### src/hdl/frp_pkg.sv
package frp_pkg;

    localparam int MAX_FRAME_DEFAULT = 32;

    localparam logic [1:0] REQ_ARM  = 2'd0;
    localparam logic [1:0] REQ_BYTE = 2'd1;
    localparam logic [1:0] REQ_TICK = 2'd2;

    localparam logic [2:0] ST_OK           = 3'd0;
    localparam logic [2:0] ST_HDR_TIMEOUT  = 3'd1;
    localparam logic [2:0] ST_BAD_HEAD     = 3'd2;
    localparam logic [2:0] ST_SHORT        = 3'd3;
    localparam logic [2:0] ST_BAD_END      = 3'd4;
    localparam logic [2:0] ST_BODY_TIMEOUT = 3'd5;
    localparam logic [2:0] ST_TOO_LONG     = 3'd6;

    localparam logic [1:0] CFG_HEAD_MARKER  = 2'd0;
    localparam logic [1:0] CFG_END_MARKER   = 2'd1;
    localparam logic [1:0] CFG_BYTE_TIMEOUT = 2'd2;

    localparam logic [7:0]  HEAD_MARKER_RESET  = 8'd170;
    localparam logic [7:0]  END_MARKER_RESET   = 8'd10;
    localparam logic [15:0] BYTE_TIMEOUT_RESET = 16'd1000;

    typedef enum logic [1:0] {
        PH_IDLE,
        PH_HEAD,
        PH_LEN,
        PH_BODY
    } phase_t;

    typedef struct packed {
        logic [1:0] req_type;
        logic [7:0] rx_byte;
    } in_item_t;

    typedef struct packed {
        logic       is_status;
        logic [7:0] payload_byte;
        logic [2:0] status_code;
        logic [5:0] frame_total;
        logic       last;
    } out_item_t;

    typedef struct packed {
        logic [7:0]  head_marker;
        logic [7:0]  end_marker;
        logic [15:0] byte_timeout_ticks;
    } cfg_t;

endpackage

### src/hdl/frp_in_stage.sv
module frp_in_stage (
    input  logic             aclk,
    input  logic             aresetn,
    input  logic             s_valid,
    output logic             s_ready,
    input  frp_pkg::in_item_t s_item,
    input  logic             take,
    output logic             item_valid,
    output frp_pkg::in_item_t item
);
    import frp_pkg::*;

    logic     valid_reg;
    in_item_t item_reg;

    // The register may refill in the same cycle that its item moves on.
    assign s_ready    = !valid_reg || take;
    assign item_valid = valid_reg;
    assign item       = item_reg;

    always_ff @(posedge aclk) begin
        if (!aresetn) begin
            valid_reg <= 1'b0;
        end else if (s_ready) begin
            valid_reg <= s_valid;
        end
    end

    always_ff @(posedge aclk) begin
        if (s_ready && s_valid) begin
            item_reg <= s_item;
        end
    end

endmodule

### src/hdl/frp_core.sv
module frp_core #(
    parameter int MAX_FRAME = frp_pkg::MAX_FRAME_DEFAULT
) (
    input  logic              aclk,
    input  logic              aresetn,
    input  logic              fire,
    input  frp_pkg::in_item_t item,
    input  frp_pkg::cfg_t     cfg,
    output logic              res_valid,
    output frp_pkg::out_item_t res
);
    import frp_pkg::*;

    localparam logic [9:0] MAX_TOTAL = 10'(MAX_FRAME);

    phase_t      phase_reg, phase_next;
    logic        first_ok_reg, first_ok_next;
    logic [7:0]  length_reg, length_next;
    logic [7:0]  count_reg, count_next;
    logic [15:0] timer_reg, timer_next;

    logic [15:0] timer_inc;
    logic [7:0]  count_inc;
    logic        timed_out;
    logic        too_long;
    logic        short_len;
    logic        body_more;
    logic        active;

    assign timer_inc = timer_reg + 16'd1;
    assign count_inc = count_reg + 8'd1;
    assign timed_out = timer_inc >= cfg.byte_timeout_ticks;
    assign too_long  = ({2'b00, item.rx_byte} + 10'd2) > MAX_TOTAL;
    assign short_len = item.rx_byte < 8'd2;
    assign body_more = count_inc < length_reg;
    // A byte or tick only matters while a frame is armed.
    assign active    = (phase_reg != PH_IDLE)
                       && (item.req_type == REQ_BYTE || item.req_type == REQ_TICK);

    always_comb begin
        phase_next    = phase_reg;
        first_ok_next = first_ok_reg;
        length_next   = length_reg;
        count_next    = count_reg;
        timer_next    = timer_reg;
        if (fire) begin
            priority if (item.req_type == REQ_ARM) begin
                phase_next    = PH_HEAD;
                first_ok_next = 1'b0;
                length_next   = 8'd0;
                count_next    = 8'd0;
                timer_next    = 16'd0;
            end else if (active && item.req_type == REQ_TICK) begin
                timer_next = timer_inc;
                if (timed_out) begin
                    phase_next = PH_IDLE;
                end
            end else if (active) begin
                timer_next = 16'd0;
                unique case (phase_reg)
                    PH_HEAD: begin
                        first_ok_next = item.rx_byte == cfg.head_marker;
                        phase_next    = PH_LEN;
                    end
                    PH_LEN: begin
                        if (!first_ok_reg || short_len || too_long) begin
                            phase_next = PH_IDLE;
                        end else begin
                            length_next = item.rx_byte;
                            count_next  = 8'd0;
                            phase_next  = PH_BODY;
                        end
                    end
                    PH_BODY: begin
                        count_next = count_inc;
                        if (!body_more) begin
                            phase_next = PH_IDLE;
                        end
                    end
                    default: begin
                        phase_next = phase_reg;
                    end
                endcase
            end else begin
                phase_next = phase_reg;
            end
        end
    end

    always_comb begin
        res_valid        = 1'b0;
        res.is_status    = 1'b1;
        res.payload_byte = 8'd0;
        res.status_code  = ST_OK;
        res.frame_total  = 6'd0;
        res.last         = 1'b1;
        if (fire && active) begin
            if (item.req_type == REQ_TICK) begin
                res_valid       = timed_out;
                res.status_code = (phase_reg == PH_BODY) ? ST_BODY_TIMEOUT : ST_HDR_TIMEOUT;
            end else begin
                unique case (phase_reg)
                    PH_LEN: begin
                        res_valid = !first_ok_reg || short_len || too_long;
                        priority if (!first_ok_reg) begin
                            res.status_code = ST_BAD_HEAD;
                        end else if (short_len) begin
                            res.status_code = ST_SHORT;
                        end else begin
                            res.status_code = ST_TOO_LONG;
                        end
                    end
                    PH_BODY: begin
                        res_valid = 1'b1;
                        if (body_more) begin
                            res.is_status    = 1'b0;
                            res.payload_byte = item.rx_byte;
                            res.last         = 1'b0;
                        end else if (item.rx_byte == cfg.end_marker) begin
                            res.frame_total = length_reg[5:0] + 6'd2;
                        end else begin
                            res.status_code = ST_BAD_END;
                        end
                    end
                    default: begin
                        res_valid = 1'b0;
                    end
                endcase
            end
        end
    end

    always_ff @(posedge aclk) begin
        if (!aresetn) begin
            phase_reg    <= PH_IDLE;
            first_ok_reg <= 1'b0;
            length_reg   <= 8'd0;
            count_reg    <= 8'd0;
            timer_reg    <= 16'd0;
        end else begin
            phase_reg    <= phase_next;
            first_ok_reg <= first_ok_next;
            length_reg   <= length_next;
            count_reg    <= count_next;
            timer_reg    <= timer_next;
        end
    end

endmodule

### src/hdl/frp_out_stage.sv
module frp_out_stage (
    input  logic               aclk,
    input  logic               aresetn,
    input  logic               load,
    input  frp_pkg::out_item_t res,
    output logic               can_load,
    output logic               m_valid,
    input  logic               m_ready,
    output frp_pkg::out_item_t m_item
);
    import frp_pkg::*;

    logic      valid_reg;
    out_item_t item_reg;

    assign can_load = !valid_reg || m_ready;
    assign m_valid  = valid_reg;
    assign m_item   = item_reg;

    always_ff @(posedge aclk) begin
        if (!aresetn) begin
            valid_reg <= 1'b0;
        end else if (can_load) begin
            valid_reg <= load;
        end
    end

    always_ff @(posedge aclk) begin
        if (load) begin
            item_reg <= res;
        end
    end

endmodule

### src/hdl/framed_packet_receiver.sv
// Receives one length-prefixed frame per arm item: a head byte, a length
// byte L, then L body bytes whose last one must equal the end marker. Body
// bytes before the last come out as payload items, and each frame closes
// with one status item (ok with total L+2, or an error code) unless a new
// arm cuts it short. Tick items drive a per-byte timeout that restarts on
// arm and on every byte. Each item passes an input register, the compare and
// counter logic, and an output register, so one item is taken per clock
// while the output register can load; any result waits in the output
// register, offered on m_valid, until m_ready is high.
module framed_packet_receiver #(
    parameter int MAX_FRAME = frp_pkg::MAX_FRAME_DEFAULT
) (
    input  logic               aclk,
    input  logic               aresetn,
    input  logic               s_valid,
    output logic               s_ready,
    input  frp_pkg::in_item_t  s_item,
    output logic               m_valid,
    input  logic               m_ready,
    output frp_pkg::out_item_t m_item,
    input  logic               cfg_wr_en,
    input  logic [1:0]         cfg_index,
    input  logic [15:0]        cfg_wdata
);
    import frp_pkg::*;

    cfg_t      cfg_reg;
    logic      item_valid;
    in_item_t  item;
    logic      can_load;
    logic      fire;
    logic      res_valid;
    out_item_t res;

    always_ff @(posedge aclk) begin
        if (!aresetn) begin
            cfg_reg.head_marker        <= HEAD_MARKER_RESET;
            cfg_reg.end_marker         <= END_MARKER_RESET;
            cfg_reg.byte_timeout_ticks <= BYTE_TIMEOUT_RESET;
        end else if (cfg_wr_en) begin
            unique case (cfg_index)
                CFG_HEAD_MARKER:  cfg_reg.head_marker        <= cfg_wdata[7:0];
                CFG_END_MARKER:   cfg_reg.end_marker         <= cfg_wdata[7:0];
                CFG_BYTE_TIMEOUT: cfg_reg.byte_timeout_ticks <= cfg_wdata;
                default: begin
                    cfg_reg <= cfg_reg;
                end
            endcase
        end
    end

    assign fire = item_valid && can_load;

    frp_in_stage u_in (
        .aclk       (aclk),
        .aresetn    (aresetn),
        .s_valid    (s_valid),
        .s_ready    (s_ready),
        .s_item     (s_item),
        .take       (fire),
        .item_valid (item_valid),
        .item       (item)
    );

    frp_core #(
        .MAX_FRAME (MAX_FRAME)
    ) u_core (
        .aclk      (aclk),
        .aresetn   (aresetn),
        .fire      (fire),
        .item      (item),
        .cfg       (cfg_reg),
        .res_valid (res_valid),
        .res       (res)
    );

    frp_out_stage u_out (
        .aclk     (aclk),
        .aresetn  (aresetn),
        .load     (fire && res_valid),
        .res      (res),
        .can_load (can_load),
        .m_valid  (m_valid),
        .m_ready  (m_ready),
        .m_item   (m_item)
    );

endmodule
### config.mk
export PLATFORM = sky130hd
export DESIGN_NAME = framed_packet_receiver
export DESIGN_NICKNAME = d
export VERILOG_FILES = /design/src/hdl/frp_pkg.sv /design/src/hdl/frp_in_stage.sv /design/src/hdl/frp_core.sv /design/src/hdl/frp_out_stage.sv /design/src/hdl/framed_packet_receiver.sv
export SDC_FILE = /design/constraint.sdc
export NUM_CORES = 1
export LEC_CHECK = 0
export BUFFER_PORTS_ARGS = -buffer_cell sky130_fd_sc_hd__buf_2
export CAP_MARGIN = 20
export CORE_UTILIZATION = 63
export DETAILED_ROUTE_END_ITERATION = 10
export GPL_TIMING_DRIVEN = 0
export PLACE_DENSITY = 0.93
export SLEW_MARGIN = 20
export SYNTH_ARGS = -nofsm -noshare
export SYNTH_HDL_FRONTEND = slang
export SYNTH_SLANG_ARGS = --single-unit
### constraint.sdc
create_clock -name aclk -period 6.2 [get_ports aclk]
set_input_delay 0.31 -clock aclk [delete_from_list [all_inputs] [get_ports aclk]]
set_output_delay 0.31 -clock aclk [all_outputs]
set_load 0.005 [all_outputs]
==> results by stage <==
Run status:
- The run finished with clean final reports.

STA:
- The final setup violation count is 0.
- The number of failing hold endpoints at the final stage is 0.
- The number of max-slew violations in the final report is 0.
- Setup repair after global routing left no endpoint under its margin.
- The transition time at the pin with the least slew margin is 630 ps.
- Timing would allow up to 297 MHz.
- The setup slack after layout is 2840 ps.
- The worst setup skew after layout is 10.1 ps.
- Measured against its own limit, the worst slew margin works out to 58.0%.
- For the finished layout, the period the worst path requires is 3360 ps.
- The setup TNS is 0 ps.
- After layout, the worst path uses 54.2% of the clock period.

Place:
- The number of buffer cells added on primary ports is 52.
- At the end of routability-driven placement, the weighted congestion stood at 0.877.
- The post-DP HPWL is 8.35 mm.
- Prior to clock tree synthesis, the placed netlist has a worst setup slack of 2910 ps.

Critical path:
- Along the worst path, the maximum fanout reaches 16.
- At the worst endpoint, the arrival time is 3450 ps.
- The register-to-register path setup slack is 2840 ps.
- The signal on the critical path passes through ha_1, nand3_1, nor2_1, nand4_1, xnor2_1, ha_1, nand2_1, o211ai_1, nor2_1, o21ai_0, nand3_1, a21oi_2, buf_6.
- The worst setup path is captured at a flip-flop.
- The endpoint of the worst register-to-register path is u_out.m_item[17]$_SDFFCE_PP0P_.
- The worst setup path is launched from a flip-flop.
- The required time at the endpoint of the critical path is 6290 ps.
- The maximum cell stage delay along the critical path is 440 ps.
- The critical path is of the flip-flop to flip-flop type.
- The number of cells on the worst reg-to-reg path is 13.
- The slowest library cell on the worst path is sky130_fd_sc_hd__dfxtp_1.
- The launching point of the worst reg2reg path is u_core.timer_reg[0]$_SDFFE_PN0P_.

Synthesis:
- The number of synthesized flops with an enable pin is 28.
- For this run, the number of Yosys warnings is 0.
- The most used flip-flop cell after synthesis is sky130_fd_sc_hd__dfxtp_1.
- The average size of a mapped cell is 9.19 um2.
- When the netlist entered floorplanning its net count stood at 613.
- The total of flip-flops plus latches after synthesis is 97.
- Yosys mapped the design onto 57 distinct sky130hd cell types.
- The fraction of synthesis flops using an asynchronous set or reset pin is 0%.
- The portion of the post-synthesis area used by sequential elements is 43.8%.
- The cell area after synthesis is 5070 um2.
- Synthesis handed over a netlist of 552 instances.

Die:
- The die outline area is 8420 um2.
- The placeable core region is 7770 um2.
- For this design the top-level I/O count stands at 54.
- The die is 91.7 um tall.
- The initial standard-cell utilization of the core is 65.3%.
- The floorplan row count is 32.
- The die is 91.7 um wide.

Power:
- The static leakage is 2.28 nW.
- The highest ir drop seen on vdd is 146 uV.
- For this design the ratio of total power to cell area is 205 nW/um2.

Detailed routing:
- The top metal layer carrying routed signals is met4.
- The sum of met3 wire segment lengths after detailed routing is 766 um.
- Using the TritonRoute via totals, the vias-per-cell ratio works out to 5.92.
- The iteration count of the initial detailed-routing pass is 5.
- The count of nets left with antenna violations once routing finished came out at 0.
- After detailed routing, the number of remaining DRC violations is 0.
- In the detailed route, the total length drawn on met2 is 5.70 mm.
- The per-cell routed wire length is 15.9 um.
- The routed via count is 4278.
- For this block, the initial DRC count from the detailed router was 243.
- The post-detailed-routing wire length is 11.5 mm.
- In the final routing, the length of wire on met1 measures 4.68 mm.

Job:
- The number of maximum-capacitance constraint violations is 0.

CTS:
- The clock network latency to the later pin of the worst-skew pair is 380 ps.
- The number of clock sinks seen by CTS is 97.
- The number of gates resized after CTS is 0.
- The CTS buffer count is 9.
- The master cell of the clock root buffer is sky130_fd_sc_hd__clkbuf_8.
- The post-CTS setup-driven buffer insertion count is 0.
- The H-tree generated during clock tree synthesis spans 3 levels.
- The maximum clock insertion buffer count is 2.
- The CTS clock-pin slew for the worst setup and hold paths is 100 ps.
- The CTS tree is yes.
- The count of hold-fix buffers inserted at cts is 0.

Finish:
- In the layout the commonest cells are sky130_fd_sc_hd__dfxtp_1 (69), sky130_fd_sc_hd__nand2_1 (64), sky130_fd_sc_hd__buf_2 (56).
- For this run, the post-layout net count is 677.
- The multi-input gate area in the final layout is 2610 um2.
- The flip-flop count of the largest register after layout is 32.
- Measured on the finished design, the core utilization comes to 73.1%.
- The final antenna diode count is 0.
- The sequential cell area is 2220 um2.
- The share of post-route cells with drive strength above 1 is 14.8%.
- The most common library cell in the layout ignoring fill and taps is sky130_fd_sc_hd__dfxtp_1.
- Compared with the post-synthesis result, the final layout area differs by 11.9%.
- The number of fill cells in the layout is 527.

Global route:
- The wire length of the first global-routing pass is 18.7 mm.
- The number of antenna violations at the first check in global routing is 0.
- The via count of the first global-routing pass is 4064.
- The maximum number of pins on one net before global-route repair is 19.
- After global routing the overflow that remains totals 0.
- The global router's overall resource usage is 28.4%.

Worst hold path:
- The class of the tightest hold or removal check is input port to flip-flop.
- The terminating pin of the worst hold path is u_in.item[5]$_DFFE_PP_.
- The count of cells along the worst hold path is 1.
- The startpoint of the worst hold path is s_item[5].
layout make-up:
type | count | area share, %
Multi-Input combinational cell | 397 | 46.0
Sequential cell | 97 | 39.1
Timing Repair Buffer | 53 | 4.78
Clock buffer | 10 | 2.42
Inverter | 34 | 2.25
Tap cell | 102 | 2.25
Buffer | 24 | 2.09
Clock inverter | 6 | 1.10
how the worst max path moves through the flow:
stage,from,slack [ps],endpoint
4_1_cts,u_core.timer_reg[0]$_SDFFE_PN0P_,2900,u_out.m_item[17]$_SDFFCE_PP0P_
6_report,u_core.timer_reg[0]$_SDFFE_PN0P_,2840,u_out.m_item[17]$_SDFFCE_PP0P_
3_3_place_gp,u_core.timer_reg[0]$_SDFFE_PN0P_,2270,u_out.m_item[15]$_SDFFCE_PP0P_
3_5_place_dp,u_core.timer_reg[0]$_SDFFE_PN0P_,2910,u_out.m_item[15]$_SDFFCE_PP0P_
5_1_grt,u_core.timer_reg[4]$_SDFFE_PN0P_,2520,u_out.m_item[17]$_SDFFCE_PP0P_
2_1_floorplan,u_core.timer_reg[4]$_SDFFE_PN0P_,2760,u_out.m_item[10]$_SDFFCE_PP0P_
critical path, delay by kind of cell, from the launching register on:
family,cells,cell delay (ps)
AO/OA/AOI/OAI,3,600
XOR/XNOR,1,190
adder cells (fa/ha/maj),2,570
buffers and inverters,1,220
flip-flops,1,440
AND/OR/NAND/NOR,6,1060
cell families after synthesis:
family / Yosys count / synth area share (%)
muxes: 17 / 3.35
xor gates and xnor gates: 39 / 6.73
DFF: 97 / 43.8
buffers and inverters: 58 / 4.86
and+or+nand+nor: 201 / 20.2
AOI/OAI and AO/OA: 112 / 14.1
adders and majority gates: 28 / 6.91
power breakdown:
group | switching (mW) | total, mW | internal, mW
logic | 0.0474 | 0.0826 | 0.0352
clock network | 0.243 | 0.409 | 0.167
registers | 0.0126 | 0.675 | 0.662
total | 0.303 | 1.17 | 0.864
stage by stage:
step	total power, mW	hold slack [ps]	cell area, um2	cells
3_3_place_gp	0.764	455	5460	706
5_1_grt	1.20	87.5	5680	723
4_1_cts	1.17	98.0	5680	723
6_report	1.17	101	5680	723
3_5_place_dp	0.769	460	5480	707
2_1_floorplan	0.737	409	5070	552
metal layers:
layer,up-vias,GRT usage (%)
met4,0,9.64
li1,2053,-
met5,-,0
met2,175,50.8
met3,39,7.05
met1,2011,33.2
cells in the mapped netlist (all sizes together), types with 15 or more instances:
| master | n | area share [%] |
|---|---|---|
| mux2i | 17 | 3.4 |
| inv | 34 | 2.5 |
| o21ai | 30 | 3.0 |
| nor2 | 31 | 2.3 |
| clkbuf | 15 | 1.1 |
| a21boi | 15 | 2.2 |
| edfxtp | 28 | 17 |
| nor2b | 22 | 2.7 |
| ha | 28 | 6.9 |
| xnor2 | 27 | 4.7 |
| a21oi | 29 | 3.0 |
| dfxtp | 69 | 27 |
| nand2 | 64 | 4.7 |
Note: power is estimated with default switching activity, not from simulation.
